File: src/design/lbc_pkg.sv
// ----------------------------------------------------------------------------
// lbc_pkg
// Shared constants, types and functions of the (16,8) block codec.
// ----------------------------------------------------------------------------
package lbc_pkg;

    localparam int WORD_BITS = 16;
    localparam int DATA_BITS = 8;
    localparam int SYN_BITS  = WORD_BITS - DATA_BITS;

    typedef enum logic {
        CMD_ENCODE = 1'b0,
        CMD_DECODE = 1'b1
    } t_cmd;

    typedef enum logic {
        MODE_SINGLE = 1'b0,
        MODE_PAIR   = 1'b1
    } t_mode;

    // Column i of H, bit r = H[r][i]; columns 8..15 are the identity.
    localparam logic [SYN_BITS-1:0] HCOL [WORD_BITS] = '{
        8'h0F, 8'h33, 8'hED, 8'hDB, 8'hAA, 8'hD5, 8'h6A, 8'hDB,
        8'h01, 8'h02, 8'h04, 8'h08, 8'h10, 8'h20, 8'h40, 8'h80
    };

    // Stage 1 -> stage 2 payload
    typedef struct packed {
        logic                 vld;
        t_cmd                 cmd;
        logic [WORD_BITS-1:0] word;
        logic [SYN_BITS-1:0]  syn;
    } t_syn_beat;

    // Stage 2 -> stage 3 payload
    typedef struct packed {
        logic                 vld;
        logic [WORD_BITS-1:0] word;
        logic [WORD_BITS-1:0] mask;
        logic [SYN_BITS-1:0]  syn;
        logic                 err;
    } t_fix_beat;

    function automatic logic [SYN_BITS-1:0] syndrome_of(input logic [WORD_BITS-1:0] w);
        logic [SYN_BITS-1:0] s;
        s = '0;
        for (int i = 0; i < WORD_BITS; i++) begin
            if (w[i]) begin
                s = s ^ HCOL[i];
            end
        end
        return s;
    endfunction

    // Bits to flip for a given syndrome. Pair mode: bit i flips once for
    // every partner j whose column XOR with column i hits the syndrome.
    function automatic logic [WORD_BITS-1:0] toggle_mask(input logic [SYN_BITS-1:0] s,
                                                          input t_mode mode);
        logic [WORD_BITS-1:0] m;
        m = '0;
        for (int i = 0; i < WORD_BITS; i++) begin
            if (mode == MODE_SINGLE) begin
                m[i] = (HCOL[i] == s);
            end else begin
                for (int j = 0; j < WORD_BITS; j++) begin
                    if ((i != j) && ((HCOL[i] ^ HCOL[j]) == s)) begin
                        m[i] = ~m[i];
                    end
                end
            end
        end
        return m;
    endfunction

endpackage

File: src/design/lbc_syn_stage.sv
// ----------------------------------------------------------------------------
// lbc_syn_stage
// Input stage: selects the word to check and registers it with its syndrome.
// ----------------------------------------------------------------------------
module lbc_syn_stage import lbc_pkg::*; (
    input  logic                 i_clk,
    input  logic                 i_rst_n,
    input  logic                 i_valid,
    output logic                 o_ready,
    input  t_cmd                 i_cmd,
    input  logic [DATA_BITS-1:0] i_data_byte,
    input  logic [WORD_BITS-1:0] i_received_word,
    input  logic                 i_ready,
    output t_syn_beat            o_beat
);

    logic                 r_vld;
    t_cmd                 r_cmd;
    logic [WORD_BITS-1:0] r_word;
    logic [SYN_BITS-1:0]  r_syn;
    logic [WORD_BITS-1:0] n_word;

    assign o_ready = !r_vld || i_ready;

    // encode: syndrome over the data half alone is the parity byte
    always_comb begin
        n_word = (i_cmd == CMD_DECODE) ? i_received_word
                                       : {{SYN_BITS{1'b0}}, i_data_byte};
    end

    always_ff @(posedge i_clk) begin
        if (!i_rst_n) begin
            r_vld <= 1'b0;
        end else if (o_ready) begin
            r_vld <= i_valid;
        end
    end

    always_ff @(posedge i_clk) begin
        if (o_ready && i_valid) begin
            r_cmd  <= i_cmd;
            r_word <= n_word;
            r_syn  <= syndrome_of(n_word);
        end
    end

    assign o_beat = '{vld: r_vld, cmd: r_cmd, word: r_word, syn: r_syn};

endmodule

File: src/design/lbc_fix_stage.sv
// ----------------------------------------------------------------------------
// lbc_fix_stage
// Middle stage: matches the syndrome against H columns or column pairs and
// registers the flip mask, or builds the codeword for an encode beat.
// ----------------------------------------------------------------------------
module lbc_fix_stage import lbc_pkg::*; (
    input  logic      i_clk,
    input  logic      i_rst_n,
    input  t_mode     i_mode,
    input  t_syn_beat i_beat,
    output logic      o_ready,
    input  logic      i_ready,
    output t_fix_beat o_beat
);

    logic                 r_vld;
    logic [WORD_BITS-1:0] r_word;
    logic [WORD_BITS-1:0] r_mask;
    logic [SYN_BITS-1:0]  r_syn;
    logic                 r_err;

    logic [WORD_BITS-1:0] n_word;
    logic [WORD_BITS-1:0] n_mask;
    logic [SYN_BITS-1:0]  n_syn;
    logic                 n_err;

    assign o_ready = !r_vld || i_ready;

    always_comb begin
        if (i_beat.cmd == CMD_DECODE) begin
            n_word = i_beat.word;
            n_syn  = i_beat.syn;
            n_err  = |i_beat.syn;
            n_mask = n_err ? toggle_mask(i_beat.syn, i_mode) : '0;
        end else begin
            n_word = {i_beat.syn, i_beat.word[DATA_BITS-1:0]};
            n_syn  = '0;
            n_err  = 1'b0;
            n_mask = '0;
        end
    end

    always_ff @(posedge i_clk) begin
        if (!i_rst_n) begin
            r_vld <= 1'b0;
        end else if (o_ready) begin
            r_vld <= i_beat.vld;
        end
    end

    always_ff @(posedge i_clk) begin
        if (o_ready && i_beat.vld) begin
            r_word <= n_word;
            r_mask <= n_mask;
            r_syn  <= n_syn;
            r_err  <= n_err;
        end
    end

    assign o_beat = '{vld: r_vld, word: r_word, mask: r_mask, syn: r_syn, err: r_err};

endmodule

File: src/design/linear_block_code_16_8_codec.sv
// ----------------------------------------------------------------------------
// linear_block_code_16_8_codec
// Systematic (16,8) block encoder and syndrome corrector, three-stage pipe.
// ----------------------------------------------------------------------------
// Takes one beat per clock while not stalled and returns one result beat per
// input beat, registered in turn by each stage. The stages are the syndrome
// XOR tree, the column / column-pair match that builds the flip mask, and the
// output register that applies the mask. Each stage holds its beat under
// backpressure and frees itself as soon as the next one moves, so a full pipe
// keeps one beat per cycle while the output is not stalled. correction_mode is
// sampled in the match stage; write it only while the pipe is empty.
module linear_block_code_16_8_codec import lbc_pkg::*; (
    input  logic        i_clk,
    input  logic        i_rst_n,
    input  logic        i_cfg_wen,
    input  logic [0:0]  i_cfg_wdata,      // correction_mode
    input  logic        s_axis_tvalid,
    output logic        s_axis_tready,
    input  logic [23:0] s_axis_tdata,     // [7:0] data_byte, [23:8] received_word
    input  logic [0:0]  s_axis_tuser,     // [0] command
    output logic        m_axis_tvalid,
    input  logic        m_axis_tready,
    output logic [39:0] m_axis_tdata      // [15:0] codeword, [23:16] corrected_byte,
                                          // [31:24] syndrome, [32] error_seen, rest 0
);

    t_mode     r_mode;
    t_syn_beat syn_beat;
    t_fix_beat fix_beat;
    logic      fix_ready;
    logic      out_ready;

    logic                 r_out_vld;
    logic [WORD_BITS-1:0] r_out_word;
    logic [SYN_BITS-1:0]  r_out_syn;
    logic                 r_out_err;

    always_ff @(posedge i_clk) begin
        if (!i_rst_n) begin
            r_mode <= MODE_SINGLE;
        end else if (i_cfg_wen) begin
            r_mode <= t_mode'(i_cfg_wdata[0]);
        end
    end

    lbc_syn_stage u_syn (
        .i_clk           (i_clk),
        .i_rst_n         (i_rst_n),
        .i_valid         (s_axis_tvalid),
        .o_ready         (s_axis_tready),
        .i_cmd           (t_cmd'(s_axis_tuser[0])),
        .i_data_byte     (s_axis_tdata[7:0]),
        .i_received_word (s_axis_tdata[23:8]),
        .i_ready         (fix_ready),
        .o_beat          (syn_beat)
    );

    lbc_fix_stage u_fix (
        .i_clk   (i_clk),
        .i_rst_n (i_rst_n),
        .i_mode  (r_mode),
        .i_beat  (syn_beat),
        .o_ready (fix_ready),
        .i_ready (out_ready),
        .o_beat  (fix_beat)
    );

    // output stage: apply flip mask
    assign out_ready = !r_out_vld || m_axis_tready;

    always_ff @(posedge i_clk) begin
        if (!i_rst_n) begin
            r_out_vld <= 1'b0;
        end else if (out_ready) begin
            r_out_vld <= fix_beat.vld;
        end
    end

    always_ff @(posedge i_clk) begin
        if (out_ready && fix_beat.vld) begin
            r_out_word <= fix_beat.word ^ fix_beat.mask;
            r_out_syn  <= fix_beat.syn;
            r_out_err  <= fix_beat.err;
        end
    end

    assign m_axis_tvalid = r_out_vld;
    assign m_axis_tdata  = {7'b0, r_out_err, r_out_syn, r_out_word[DATA_BITS-1:0], r_out_word};

    // error flag tracks a nonzero syndrome on every delivered beat
    a_err_syn: assert property (@(posedge i_clk) disable iff (!i_rst_n)
        m_axis_tvalid |-> (m_axis_tdata[32] == (m_axis_tdata[31:24] != 8'h00)))
        else $error("error_seen disagrees with syndrome");

    // a stalled middle-stage beat is neither dropped nor replaced
    a_fix_hold: assert property (@(posedge i_clk) disable iff (!i_rst_n)
        (fix_beat.vld && !out_ready) |=> (fix_beat.vld && $stable(fix_beat.word)
                                          && $stable(fix_beat.mask)))
        else $error("middle stage lost a stalled beat");

    // an accepted input beat always lands in the first stage
    a_in_load: assert property (@(posedge i_clk) disable iff (!i_rst_n)
        (s_axis_tvalid && s_axis_tready) |=> syn_beat.vld)
        else $error("accepted beat missing in first stage");

endmodule
File: config.mk
export PLATFORM = sky130hd
export DESIGN_NAME = linear_block_code_16_8_codec
export DESIGN_NICKNAME = d
export VERILOG_FILES = /design/src/design/lbc_pkg.sv /design/src/design/lbc_syn_stage.sv /design/src/design/lbc_fix_stage.sv /design/src/design/linear_block_code_16_8_codec.sv
export SDC_FILE = /design/constraint.sdc
export NUM_CORES = 1
export LEC_CHECK = 0
export BUFFER_PORTS_ARGS = -buffer_cell sky130_fd_sc_hd__buf_4
export CORE_MARGIN = 3
export CORE_UTILIZATION = 65
export CTS_BUF_LIST = sky130_fd_sc_hd__clkbuf_4
export DETAILED_ROUTE_END_ITERATION = 8
export PLACE_DENSITY = 0.88
export SLEW_MARGIN = 20
export SYNTH_ARGS = -nofsm -noshare
export SYNTH_HDL_FRONTEND = slang
export SYNTH_SLANG_ARGS = --single-unit
File: constraint.sdc
create_clock -name i_clk -period 6.1 [get_ports i_clk]
set_input_delay 0.61 -clock i_clk [delete_from_list [all_inputs] [get_ports i_clk]]
set_output_delay 0.61 -clock i_clk [all_outputs]
set_load 0.02 [all_outputs]
### Word level (Yosys, flattened, before mapping)

Index checks and enable logic that the tools add are counted.

* equal/unequal tests: 114
* bitwise logic cells: 236
* reductions and logical operators: 12
* muxes and demuxes: 725

Operators with widths (count)
* 2-to-1 mux 1 bit: 693
* == test 8 bit, first input constant: 51
* NOT 1 bit: 228
* == test 7 x 8 -> 1 bit, first input constant: 24
* 2-to-1 mux 8 bit: 21
* == test 6 x 8 -> 1 bit, first input constant: 17
* == test 4 x 8 -> 1 bit, first input constant: 8
* == test 5 x 8 -> 1 bit, first input constant: 7
* == test 3 x 8 -> 1 bit, first input constant: 4
* 2-to-1 mux 16 bit: 2
* NOT 6 bit: 3
* == test 2 x 8 -> 1 bit, first input constant: 2
* bitwise XOR 16 bit: 1
* 2-to-1 mux 7 bit: 2
* 2-to-1 mux 6 bit: 2
* NOT 4 bit: 3
* == test 1 x 8 -> 1 bit, first input constant: 1
* logical NOT 8 bit: 1
* 2-to-1 mux 4 bit: 2
* OR reduction 8 bit: 1
* 2-to-1 mux 5 bit: 1
* NOT 5 bit: 1
* logical AND 1 bit: 3
* logical NOT 1 bit: 3
* 4 further kinds: 6

* input bits: 31
* register bits: 95
* logic and storage cells: 1101
* output and inout bits: 42

### Logic depth before layout (Yosys ltp)

* depth after elaboration: 59
* mapped depth: 10
* gate-level depth less buffers: 7

### Cells and area by module

A second synthesis with hierarchy kept.

* cell total of the unflattened synthesis: 581
* area, all modules: 6109.6 um^2

Modules (own cells, without submodules)
* lbc_fix_stage: area each 3589.7 um^2, times used 1, cells an instance 416
* lbc_syn_stage: area each 1411.4 um^2, times used 1, cells an instance 99
* linear_block_code_16_8_codec: area each 1108.6 um^2, times used 1, cells an instance 66

### Least setup slack after synthesis

Ideal clock, no wire load.

* kind: in2reg
* from: input port m_axis_tready
* to: register u_fix.r_err (enable)
* buffers on the path: 0
* stages: 2
* arrival time: 3719 ps
* setup time: 502 ps
* data required time: 5598 ps
* path slack: 1878 ps
* cells stage by stage: nor2b_1 > a21boi_0

* cells in the longest elaborated chain, start to end: 3

RTL lines
* from (decl): RTL line linear_block_code_16_8_codec.sv:22 `input logic m_axis_tready,`
* logical OR 1 bit: RTL line linear_block_code_16_8_codec.sv:69 `assign out_ready = !r_out_vld || m_axis_tready;`
* logical OR 1 bit: RTL line lbc_fix_stage.sv:27 `assign o_ready = !r_vld || i_ready;`
* logical AND 1 bit: RTL line lbc_fix_stage.sv:52 `if (o_ready && i_beat.vld) begin`
* to (signal assigned): RTL line lbc_fix_stage.sv:56 `r_err <= n_err;`
* to (decl): RTL line lbc_fix_stage.sv:20 `logic r_err;`

No other way between the ends.
A chain may end at the register's enable or synchronous reset.

### Worst setup path in the final report

* from: register u_syn.r_syn[7]
* to: register u_fix.r_mask[0], data pin

* cells in the longest elaborated chain, start to end: 59
* elaborated cells between the ends (all ways): 75
* those cells by class: 15 x eq/ne; 44 x mux; 14 x bitwise; 2 x reduce/logical

RTL lines
* from (decl): RTL line lbc_syn_stage.sv:20 `logic [SYN_BITS-1:0] r_syn;`
* from (signal assigned): RTL line lbc_syn_stage.sv:43 `r_syn <= syndrome_of(n_word);`
* == test 6 x 8 -> 1 bit: RTL line lbc_pkg.sv:66 `if ((i != j) && ((HCOL[i] ^ HCOL[j]) == s)) begin`
* 2-to-1 mux 1 bit: RTL line lbc_pkg.sv:66
* 2-to-1 mux 1 bit: RTL line lbc_pkg.sv:62 `if (mode == MODE_SINGLE) begin`
* 2-to-1 mux 1 bit: RTL line lbc_fix_stage.sv:30 `if (i_beat.cmd == CMD_DECODE) begin`
* NOT 1 bit: RTL line lbc_pkg.sv:67 `m[i] = ~m[i];`
* 2-to-1 mux 1 bit: RTL line lbc_pkg.sv:66
* 2-to-1 mux 1 bit: RTL line lbc_pkg.sv:62
* 2-to-1 mux 1 bit: RTL line lbc_fix_stage.sv:30
* [... 43 more ...]
* 2-to-1 mux 1 bit: RTL line lbc_fix_stage.sv:30
* NOT 1 bit: RTL line lbc_pkg.sv:67
* 2-to-1 mux 1 bit: RTL line lbc_pkg.sv:66
* 2-to-1 mux 1 bit: RTL line lbc_pkg.sv:62
* 2-to-1 mux 1 bit: RTL line lbc_fix_stage.sv:30
* NOT 1 bit: RTL line lbc_pkg.sv:67
* 2-to-1 mux 1 bit: RTL line lbc_pkg.sv:66
* 2-to-1 mux 1 bit: RTL line lbc_pkg.sv:62
* to (signal assigned): RTL line lbc_fix_stage.sv:54 `r_mask <= n_mask;`
* to (decl): RTL line lbc_fix_stage.sv:18 `logic [WORD_BITS-1:0] r_mask;`

Several ways; a longest one is shown, not always the timed one. The select of a mux whose other input is x is not followed.

==> qor.yml <==
placement:
  placed_cell_area_mm2: 0.00641
  routabilityCongestion: 1.04
  port_buffers: 65
  hpwl_um: 12100
logic_synthesis:
  synthArstFlopShare_pct: 0
  ys_ff_latch: 95
  synth_cell_type_count: 71
  yosysSeqAreaShare_pct: 46.3
  synth_edf_count: 91
  ys.flop_type: "edfxtp_1"
  synth.top_cell.area_share_pct: 44.9
  syn_area_mm2: 0.00608
  yosysTopAreaCell: "edfxtp_1"
  yosysWarnings: 0
  syn_inst: 593
  syn-mean-instance-area_um2: 10.3
  ys_top_cells_by_area: "edfxtp_1 45%, xor2_1 3.7%, a21oi_1 3.1%"
timing:
  worst_pin_slew_ns: 0.862
  post-route-period-util_pct: 52.7
  fin_worst_skew_ns: 0.0143
  setup_tns_ns: 0
  setup_viol: 0
  rsz0062_at_grt: "no"
  fmax_ghz: 0.311
  final_max_slew_viol_count: 0
  hold_ws_ns: 0.398
  period_minus_slack_ns: 3.22
  maxSlewHeadroom_pct: 42.1
  final-hold-violation-count: 0
setup_path:
  ff2ff_setup_slack_ns: 2.88
  regToRegEndpoint: "u_fix.r_mask[0]"
  cp-end-kind: "flop"
  cp-startpoint: "u_syn.r_syn[7]"
  reg2reg_from: "u_syn.r_syn[7]"
  cp_data_arrival_time_ns: 3.40
  start_kind: "flop"
  cp.required_ns: 6.28
  rr_worst_depth: 8
  critPathKind: "reg -> reg"
  cp_max_fo: 21
cells_and_area:
  fin_area_mm2: 0.00655
  fin_nets: 646
  n_antenna_cell: 0
  area_delta_synth_final_pct: 7.68
  drive_gt1_share_pct: 18.9
  layout_commonest_cell: "edfxtp_1"
  fin_util_pct: 73.6
  mostFrequentLayoutCells: "91 x edfxtp_1, 77 x buf_4, 38 x a21oi_1"
routing:
  vias: 5120
  viasPerCell: 7.03
  routed_wl_um: 17300
  routedWlPerCell_um: 23.7
  drc: 0
  drtAntennaViolNets: 0
  drt-initial-drc-count: 890
  firstDrtPassIters: 6
floorplanning:
  die_h_um: 103
  fp.dieW_um: 103
  die-area_mm2: 0.0105
  rows: 34
  initial_core_util_pct: 68.4
  core_mm2: 0.00889
  ios: 73
global_routing:
  grt_overflow: 0
  grt_max_degree: 56
  grt_antenna_before_repair: 0
  grt_pass1_wl_um: 25600
  grt_pass1_vias: 4527
  grt_use_total_pct: 33.0
power:
  ir_drop_uv: 422
  design_power_total_mw: 1.88
  p_per_area_mw_per_mm2: 287
  leakage_nw: 2.28
min_path:
  min_path_cells: 2
  hp-start: "i_rst_n"
  hold_end: "m_axis_tvalid"
  min_path_type: "in -> reg"
clock_network:
  htreeDepth: 3
  numCtsBuffers: 9
  hold_buffers: 0
  clk_latency_ns: 0.45
  cts-root-buf: "clkbuf_4"
  cts_buffer_depth: 2
  cts_resized: 0
  cts_sinks: 95
  tritoncts: "yes"
  clk_pin_slew_ns: 0.16
  post-cts-setup-buffers: 0
run_status:
  status: "complete, no violations"
job:
  maxCapViolCount: 0
worst max-delay path: stages (launching register included):
cell,delay [ns]
edfxtp_1,0.61
buf_4,0.30
or4_1,0.74
o21ai_4,0.52
inv_2,0.16
nand2_2,0.13
and3b_1,0.18
mux2i_1,0.16
o41ai_1,0.13
state kept, by name, summed over array words and instances, names as in the netlist:
register / count
u_fix.r_err: 1
r_out_syn: 8
u_fix.r_vld: 1
u_syn.r_vld: 1
u_fix.r_word: 16
u_syn.r_word: 16
r_out_word: 16
u_fix.r_mask: 16
u_syn.r_syn: 8
u_fix.r_syn: 8
r_mode: 1
u_syn.r_cmd: 1
m_axis_tvalid: 1
r_out_err: 1
worst max path at each step:
stage	endpoint	slack (ns)	cells past startpoint
CTS	u_fix.r_mask[0]	2.97	8
global placement	u_fix.r_mask[0]	3.19	8
finish	u_fix.r_mask[0]	2.88	8
global route	u_fix.r_mask[0]	2.72	8
detailed placement	u_fix.r_mask[0]	2.99	8
floorplan	u_fix.r_err	1.88	2
routing by layer:
layer	track usage [%]	routed length (µm)	vias to the layer above
li1	-	-	2255
met1	46.1	6470	2333
met2	51.0	7920	441
met3	6.63	2050	91
met4	12.7	841	0
met5	0	0	-
layout make-up:
class | instances | area, µm²
Clock buffer | 9 | 67.6
Clock inverter | 7 | 61.3
Fill cell | 600 | 2340
Inverter | 11 | 41.3
Multi-Input combinational cell | 421 | 2850
Sequential cell | 95 | 2810
Tap cell | 108 | 135
Timing Repair Buffer | 77 | 578
report_power, final:
part / internal, mW / leakage, nW / switching (mW)
combinational: 0.234 / 1.31 / 0.507
sequential: 0.780 / 0.899 / 0.0353
clock: 0.0937 / 0.0728 / 0.227
cells by family (layout without fill, tap and decap cells):
| kind of cell | count (synthesis) | count (layout) | synth area share, % |
|---|---|---|---|
| DFF | 95 | 95 | 46.3 |
| xor gates and xnor gates | 47 | 47 | 6.89 |
| and+or+nand+nor | 199 | 199 | 19.7 |
| buffers and inverters | 83 | 104 | 7.64 |
| muxes | 25 | 25 | 4.32 |
| AOI/OAI and AO/OA | 143 | 143 | 15.1 |
| other | 1 | 7 | 0.0617 |
cell usage after synthesis, drive strengths merged, types with 4 or more instances:
| cell | number |
|---|---|
| mux2i | 15 |
| o21ai | 37 |
| and3 | 5 |
| o22ai | 16 |
| or4b | 6 |
| inv | 11 |
| o32ai | 5 |
| nand4b | 7 |
| and4b | 4 |
| nand4bb | 4 |
| a211oi | 8 |
| nand2b | 11 |
| edfxtp | 91 |
| buf | 56 |
| dfxtp | 4 |
| nor3 | 24 |
| nor4 | 8 |
| nand2 | 26 |
| nand3 | 13 |
| a21oi | 38 |
| nor4b | 5 |
| and2 | 19 |
| nor2 | 36 |
| o311ai | 6 |
| xor2 | 27 |
| or4 | 6 |
| clkbuf | 16 |
| mux2 | 10 |
| xnor2 | 20 |
| nor2b | 10 |
| a31oi | 5 |
per-stage QoR:
step	setup slack (ns)	cells
final	2.88	728
after global routing	2.72	728
after detailed placement	2.99	712
after floorplan	1.88	599
after global placement	3.19	712
after CTS	2.97	728
Note: power is estimated with default switching activity, not from simulation.
